## src/sdcbp_pkg.sv

```systemverilog
// ----------------------------------------------------------------------------
// SDES chunk byte parser package
// Shared types and constants for the byte-wise source description parser.
// ----------------------------------------------------------------------------
package sdcbp_pkg;

  typedef enum logic [1:0] {
    PH_SSRC = 2'd0,
    PH_TYPE = 2'd1,
    PH_LEN  = 2'd2,
    PH_VAL  = 2'd3
  } phase_e;

  typedef enum logic [1:0] {
    ST_CONT    = 2'd0,
    ST_OK      = 2'd1,
    ST_NOCNAME = 2'd2,
    ST_UNUSED  = 2'd3
  } status_e;

  localparam logic [7:0] SdesTypeCname = 8'd1;
  localparam logic [15:0] ByteTotalMax = 16'hFFFF;
  localparam logic [1:0] SsrcLastByte = 2'd3;
  localparam logic [7:0] ItemsCfgReset = 8'd1;

  localparam int unsigned OutDataW = 96;

  typedef struct packed {
    logic [1:0]  status;
    logic [15:0] chunk_bytes;
    logic [7:0]  value_index;
    logic [7:0]  value_byte;
    logic [7:0]  item_length;
    logic [7:0]  item_type;
    logic [7:0]  item_index;
    logic [31:0] ssrc;
  } result_t;

endpackage

```

## src/sdes_chunk_byte_parser_top.sv

```systemverilog
// ----------------------------------------------------------------------------
// SDES chunk byte parser
// Parses a source description chunk one byte per request and emits one
// result per byte with its role, the SSRC and the current item fields.
// An accepted byte's result is registered and appears on the output in the next cycle.
// Throughput is one byte per cycle while the output is not stalled, set by the single output register.
// Reset returns the parser to the SSRC phase and sets the item count to one.
// ----------------------------------------------------------------------------
module sdes_chunk_byte_parser_top
  import sdcbp_pkg::*;
(
  input  logic                clk_i,
  input  logic                rst_ni,
  input  logic                cfg_we_i,
  input  logic [7:0]          cfg_wdata_i,     // items_per_chunk
  input  logic                s_axis_tvalid,
  output logic                s_axis_tready,
  input  logic [7:0]          s_axis_tdata,    // in_byte
  output logic                m_axis_tvalid,
  input  logic                m_axis_tready,
  // ssrc[31:0], item_index[39:32], item_type[47:40], item_length[55:48],
  // value_byte[63:56], value_index[71:64], chunk_bytes[87:72], status[89:88]
  output logic [OutDataW-1:0] m_axis_tdata,
  output logic [1:0]          m_axis_tuser     // byte_role
);

  logic [7:0]  items_cfg_q;
  phase_e      phase_q, phase_d;
  logic [31:0] ssrc_q, ssrc_d;
  logic [1:0]  ssrc_cnt_q, ssrc_cnt_d;
  logic [7:0]  items_left_q, items_left_d;
  logic [7:0]  type_q, type_d;
  logic [7:0]  len_q, len_d;
  logic [7:0]  vcnt_q, vcnt_d;
  logic [15:0] total_q, total_d;
  logic        cname_q, cname_d;
  logic [7:0]  idx_q, idx_d;

  status_e     status;
  logic        item_end;
  logic [7:0]  vbyte;
  logic [7:0]  vidx;
  logic        s_fire;
  result_t     res_d, res_q;
  logic [1:0]  role_q;
  logic        m_valid_q;

  assign s_axis_tready = !m_valid_q || m_axis_tready;
  assign s_fire = s_axis_tvalid && s_axis_tready;

  always_comb begin
    phase_d      = phase_q;
    ssrc_d       = ssrc_q;
    ssrc_cnt_d   = ssrc_cnt_q;
    items_left_d = items_left_q;
    type_d       = type_q;
    len_d        = len_q;
    vcnt_d       = vcnt_q;
    cname_d      = cname_q;
    idx_d        = idx_q;
    status       = ST_CONT;
    item_end     = 1'b0;
    vbyte        = '0;
    vidx         = '0;
    total_d      = (total_q == ByteTotalMax) ? total_q : total_q + 16'd1;

    case (phase_q)
      PH_SSRC: begin
        ssrc_d     = {ssrc_q[23:0], s_axis_tdata};
        ssrc_cnt_d = ssrc_cnt_q + 2'd1;
        if (ssrc_cnt_q == SsrcLastByte) begin
          if (items_cfg_q == 8'd0) begin
            status = ST_NOCNAME;
          end else begin
            items_left_d = items_cfg_q;
            phase_d      = PH_TYPE;
          end
        end
      end
      PH_TYPE: begin
        type_d  = s_axis_tdata;
        len_d   = '0;
        cname_d = cname_q || (s_axis_tdata == SdesTypeCname);
        phase_d = PH_LEN;
      end
      PH_LEN: begin
        len_d  = s_axis_tdata;
        vcnt_d = '0;
        if (s_axis_tdata == 8'd0) begin
          item_end = 1'b1;
        end else begin
          phase_d = PH_VAL;
        end
      end
      default: begin
        vbyte  = s_axis_tdata;
        vidx   = vcnt_q;
        vcnt_d = vcnt_q + 8'd1;
        if (vcnt_d >= len_q) begin
          item_end = 1'b1;
        end
      end
    endcase

    if (item_end) begin
      items_left_d = items_left_q - 8'd1;
      if (items_left_q == 8'd1) begin
        status = cname_q ? ST_OK : ST_NOCNAME;
      end else begin
        idx_d   = idx_q + 8'd1;
        type_d  = '0;
        len_d   = '0;
        vcnt_d  = '0;
        phase_d = PH_TYPE;
      end
    end

    res_d.ssrc        = ssrc_d;
    res_d.item_index  = idx_d;
    res_d.item_type   = type_d;
    res_d.item_length = (phase_q == PH_SSRC) ? 8'd0 : len_d;
    res_d.value_byte  = vbyte;
    res_d.value_index = vidx;
    res_d.chunk_bytes = total_d;
    res_d.status      = status;
  end

  always_ff @(posedge clk_i or negedge rst_ni) begin
    if (!rst_ni) begin
      items_cfg_q <= ItemsCfgReset;
    end else if (cfg_we_i) begin
      items_cfg_q <= cfg_wdata_i;
    end
  end

  always_ff @(posedge clk_i or negedge rst_ni) begin
    if (!rst_ni) begin
      phase_q      <= PH_SSRC;
      ssrc_q       <= '0;
      ssrc_cnt_q   <= '0;
      items_left_q <= '0;
      type_q       <= '0;
      len_q        <= '0;
      vcnt_q       <= '0;
      total_q      <= '0;
      cname_q      <= 1'b0;
      idx_q        <= '0;
    end else if (s_fire) begin
      if (status != ST_CONT) begin
        phase_q      <= PH_SSRC;
        ssrc_q       <= '0;
        ssrc_cnt_q   <= '0;
        items_left_q <= '0;
        type_q       <= '0;
        len_q        <= '0;
        vcnt_q       <= '0;
        total_q      <= '0;
        cname_q      <= 1'b0;
        idx_q        <= '0;
      end else begin
        phase_q      <= phase_d;
        ssrc_q       <= ssrc_d;
        ssrc_cnt_q   <= ssrc_cnt_d;
        items_left_q <= items_left_d;
        type_q       <= type_d;
        len_q        <= len_d;
        vcnt_q       <= vcnt_d;
        total_q      <= total_d;
        cname_q      <= cname_d;
        idx_q        <= idx_d;
      end
    end
  end

  always_ff @(posedge clk_i or negedge rst_ni) begin
    if (!rst_ni) begin
      m_valid_q <= 1'b0;
    end else if (s_axis_tready) begin
      m_valid_q <= s_axis_tvalid;
    end
  end

  always_ff @(posedge clk_i) begin
    if (s_fire) begin
      res_q  <= res_d;
      role_q <= phase_q;
    end
  end

  assign m_axis_tvalid = m_valid_q;
  assign m_axis_tuser  = role_q;
  assign m_axis_tdata  = {{(OutDataW - $bits(result_t)){1'b0}}, res_q};

  a_ok_not_on_ssrc: assert property (@(posedge clk_i) disable iff (!rst_ni)
    m_valid_q && (res_q.status == ST_OK) |-> (role_q != PH_SSRC))
    else $error("chunk reported ok on an SSRC byte");

  a_ssrc_no_length: assert property (@(posedge clk_i) disable iff (!rst_ni)
    m_valid_q && (role_q == PH_SSRC) |-> (res_q.item_length == 8'd0))
    else $error("item length reported during SSRC bytes");

  a_restart: assert property (@(posedge clk_i) disable iff (!rst_ni)
    s_fire && (status != ST_CONT) |=> (phase_q == PH_SSRC) && (total_q == 16'd0))
    else $error("parser did not restart after chunk end");

  a_count_nonzero: assert property (@(posedge clk_i) disable iff (!rst_ni)
    m_valid_q |-> (res_q.chunk_bytes != 16'd0))
    else $error("result with zero chunk byte count");

endmodule
```

## config.mk

```make
export PLATFORM = sky130hd
export DESIGN_NAME = sdes_chunk_byte_parser_top
export DESIGN_NICKNAME = d
export VERILOG_FILES = /design/src/sdcbp_pkg.sv /design/src/sdes_chunk_byte_parser_top.sv
export SDC_FILE = /design/constraint.sdc
export NUM_CORES = 1
export LEC_CHECK = 0
export ABC_AREA = 1
export BUFFER_PORTS_ARGS = -buffer_cell sky130_fd_sc_hd__clkbuf_2
export CAP_MARGIN = 20
export CORE_ASPECT_RATIO = 2
export CORE_MARGIN = 2
export CORE_UTILIZATION = 50
export CTS_BUF_LIST = sky130_fd_sc_hd__clkbuf_8
export CTS_CLUSTER_DIAMETER = 100
export DETAILED_ROUTE_END_ITERATION = 10
export PLACE_DENSITY = 0.71
export REMOVE_ABC_BUFFERS = 1
export SLEW_MARGIN = 20
export SYNTH_ARGS = -nofsm -noshare
export SYNTH_HDL_FRONTEND = slang
export SYNTH_SLANG_ARGS = --single-unit
```

## constraint.sdc

```tcl
create_clock -name clk_i -period 9.5 [get_ports clk_i]
set_clock_uncertainty 0.15 [all_clocks]
set_input_delay 0.95 -clock clk_i [delete_from_list [all_inputs] [get_ports clk_i]]
set_output_delay 0.95 -clock clk_i [all_outputs]
set_load 0.02 [all_outputs]
```

==> results.yml <==
clocking:
  htreeDepth: 4
  cts_buffers: 17
  clock_sinks: 194
  post-cts-setup-buffers: 0
  ctsHoldBuffers: 0
  cts-resized-gates: 0
  path_clk_slew_ns: 0.10
  cts_buffer_depth: 2
  clock_latency_ns: 0.48
  cts_root_buffer: "clkbuf_8"
  tritoncts: "yes"
grt:
  grt_overflow_total: 0
  grt_pass1_wl_um: 33300
  grt_max_degree: 83
  grt_usage_pct: 21.6
  grt_pass1_vias: 7038
  antenna_found_initial: 0
routing:
  drt_iter0_drc: 505
  drc: 0
  wl_per_cell_um: 14.6
  routed-via-count: 7095
  wirelength_um: 20200
  drtAntennaViolNets: 0
  dr.pass1.iters: 5
  viasPerCell: 5.12
critical_path:
  critPathKind: "register to register"
  cp-end-kind: "register"
  critPathLaunchType: "register"
  cp_max_fo: 20
  critical_path_arrival_ns: 4.06
  critical_path_required_ns: 9.73
  r2r_end: "total_q[2]"
  rr_worst_depth: 16
  r2r_slack_ns: 5.67
  r2r_start: "vcnt_q[0]"
floorplanning:
  dieWidth_um: 100
  start_util_pct: 50.7
  core_area_um2: 18200
  dieArea_um2: 19600
  io_pins: 121
  fp.dieH_um: 196
  rows: 70
timing:
  rsz0062_at_grt: "no"
  hold_viol_final: 0
  finalCritPeriodShare_pct: 40.4
  setup_viol: 0
  worst_pin_slew_ns: 0.967
  fmax_mhz: 261
  layout_setup_ws_ns: 5.67
  slew_headroom_pct: 35.5
  period_needed_ns: 3.83
  slew_viol_final: 0
final_layout:
  nNetsFinal: 1195
  fin_area_um2: 10300
  final_cells: 1385
  drive_above_1_share_pct: 14.8
  n_antenna_cell: 0
  synthToLayoutAreaGrowth_pct: 11.7
synthesis:
  ys_ff_latch: 194
  synth_cells: 1056
  yosysUniqueCellTypes: 40
  syn_area_um2: 9240
  ys_warn_count: 0
  avgSynthCellArea_um2: 8.75
  yosysSeqAreaShare_pct: 57.6
run:
  max_cap_violations: 0
power_and_ir_drop:
  vdd_drop_max_v: 0.000131
  seq_power_share_pct: 45.3
  p_sw_share_pct: 40.1
  p_comb_share_pct: 35.2
  p_clk_share_pct: 19.4
  p_switching_uw: 1150
  p_int_uw: 1710
  leakagePower_uw: 0.00529
  cellPowerDensity_nw_per_um2: 277
place:
  placed_cells: 1353
  port_buffers: 114
  dp_hpwl_um: 14100
  dpl_worst_slack_ns: 5.69
  finalWeightedCongestion: 0.919
  place_area_um2: 9900
outcome:
  status: "complete, no violations"
min_path:
  hold_path_class: "input pin to asynchronous set/reset pin"
stage by stage:
| stage | utilization [%] | power, µW | setup TNS (ns) | hold slack (ns) |
|---|---|---|---|---|
| 5_1_grt | 56.6 | 3080 | 0 | 0.221 |
| 3_3_place_gp | 54.4 | 2290 | 0 | 0.311 |
| 2_1_floorplan | - | 2000 | -0.430 | 0.299 |
| 6_report | 56.6 | 2860 | 0 | 0.218 |
| 3_5_place_dp | 54.4 | 2330 | 0 | 0.320 |
| 4_1_cts | 56.6 | 2880 | 0 | 0.216 |
worst max-delay path, stage by stage (launching register included):
cell and delay, ns:
dfrtp_1 0.45, nand3_1 0.15, inv_1 0.08, nand2_1 0.07, inv_1 0.04, or2_2 0.27
and2_1 0.15, ha_1 0.28, nand2_1 0.09, nor2_1 0.05, nor2_1 0.08, nand2_1 0.26
nand2_2 0.40, nand2_2 0.11, nand2_4 0.21, nand2_1 0.51, o21ai_0 0.37
cells in the final DEF, fill, tap and decap left out, types with 7 or more instances in the layout:
cell and instances:
inv_1 95, dfrtp_1 101, nand4_1 7, nor2_1 48, a21oi_1 7, nor3_1 8
xnor2_1 7, ha_1 18, clkbuf_2 113, o21ai_0 38, xor2_1 18, nand2_1 471
clkbuf_8 18, edfxtp_1 92, nand3_1 46, o21ai_1 18
synth_stat cells:
cell type | instances | area share, %
inv_4 | 1 | 0.068
buf_2 | 4 | 0.22
nor2_2 | 1 | 0.068
nand2_1 | 471 | 19
clkbuf_1 | 24 | 0.98
nor2_8 | 1 | 0.22
a31oi_1 | 1 | 0.068
nand2_2 | 5 | 0.34
o21ai_2 | 1 | 0.095
o21ai_0 | 38 | 2.1
inv_2 | 3 | 0.12
nand3_1 | 46 | 2.5
o21ai_1 | 18 | 0.98
dfstp_2 | 1 | 0.28
a41oi_1 | 2 | 0.19
clkinv_1 | 1 | 0.041
o22ai_1 | 6 | 0.41
nor3b_1 | 1 | 0.081
nor2_4 | 2 | 0.24
nor2_1 | 48 | 2.0
buf_6 | 6 | 0.73
nand4_1 | 7 | 0.47
nand3_4 | 1 | 0.19
xor2_1 | 18 | 1.7
xnor2_1 | 7 | 0.66
or2_2 | 1 | 0.068
ha_1 | 18 | 2.4
nand2_4 | 2 | 0.24
buf_4 | 10 | 0.81
conb_1 | 1 | 0.041
mux2_2 | 1 | 0.12
and2_1 | 2 | 0.14
nand3b_1 | 1 | 0.081
inv_1 | 95 | 3.9
a21boi_0 | 1 | 0.081
a21oi_1 | 8 | 0.43
nor3_1 | 8 | 0.43
edfxtp_1 | 92 | 30
a21oi_4 | 1 | 0.18
dfrtp_1 | 101 | 27
worst max-delay path by stage:
stage / startpoint / end / slack, ns / cells past startpoint
after detailed placement: vcnt_q[0] / total_q[2] / 5.69 / 16
after CTS: vcnt_q[0] / total_q[2] / 5.67 / 16
final: vcnt_q[0] / total_q[2] / 5.67 / 16
after global placement: vcnt_q[0] / total_q[3] / 5.77 / 16
after global routing: vcnt_q[0] / total_q[2] / 5.30 / 15
after floorplan: s_axis_tvalid / idx_q[1] / -0.01 / 6
kinds of logic (layout without fill, tap and decap cells):
family / after synthesis / in the layout / synth area share, %
simple gates: 597 / 597 / 26.2
flops: 194 / 194 / 57.6
buf+inv: 144 / 252 / 6.83
compound gates: 76 / 76 / 4.48
xor+xnor: 25 / 25 / 2.37
fa+ha+maj: 18 / 18 / 2.44
other cells: 1 / 6 / 0.0406
mux: 1 / 1 / 0.122
layer usage:
| metal | share of wire, % | vias up | GRT usage [%] |
|---|---|---|---|
| li1 | - | 3517 | - |
| met1 | 38 | 3358 | 24.3 |
| met2 | 56 | 186 | 40.5 |
| met3 | 3.7 | 34 | 3.06 |
| met4 | 2.2 | 0 | 8.27 |
| met5 | 0 | - | 0 |
power by group through the flow:
| stage | sequential (µW) | combinational (µW) | clock (µW) |
|---|---|---|---|
| finish | 1300 | 1010 | 556 |
| global route | 1320 | 1150 | 600 |
| global placement | 1300 | 988 | 0 |
| CTS | 1300 | 1020 | 569 |
| detailed placement | 1310 | 1010 | 0 |
| floorplan | 1370 | 631 | 0 |
flip-flops by register name, summed over array words and instances (netlist names):
name	count
items_cfg_q	8
cname_q	1
vcnt_q	8
type_q	8
len_q	8
m_axis_tuser	2
idx_q	8
items_left_q	8
ssrc_q	32
m_axis_tvalid	1
ssrc_cnt_q	2
total_q	16
phase_q	2
m_axis_tdata	90
layout make-up:
type | count | area, µm²
tap | 216 | 270
sequential | 194 | 5320
clock inverter | 14 | 166
clock buffer | 18 | 248
timing repair buffer | 120 | 622
multi-input combinational | 723 | 3320
fill | 1699 | 7900
inverter | 100 | 378
No activity file was read; power rests on OpenSTA's default activity.
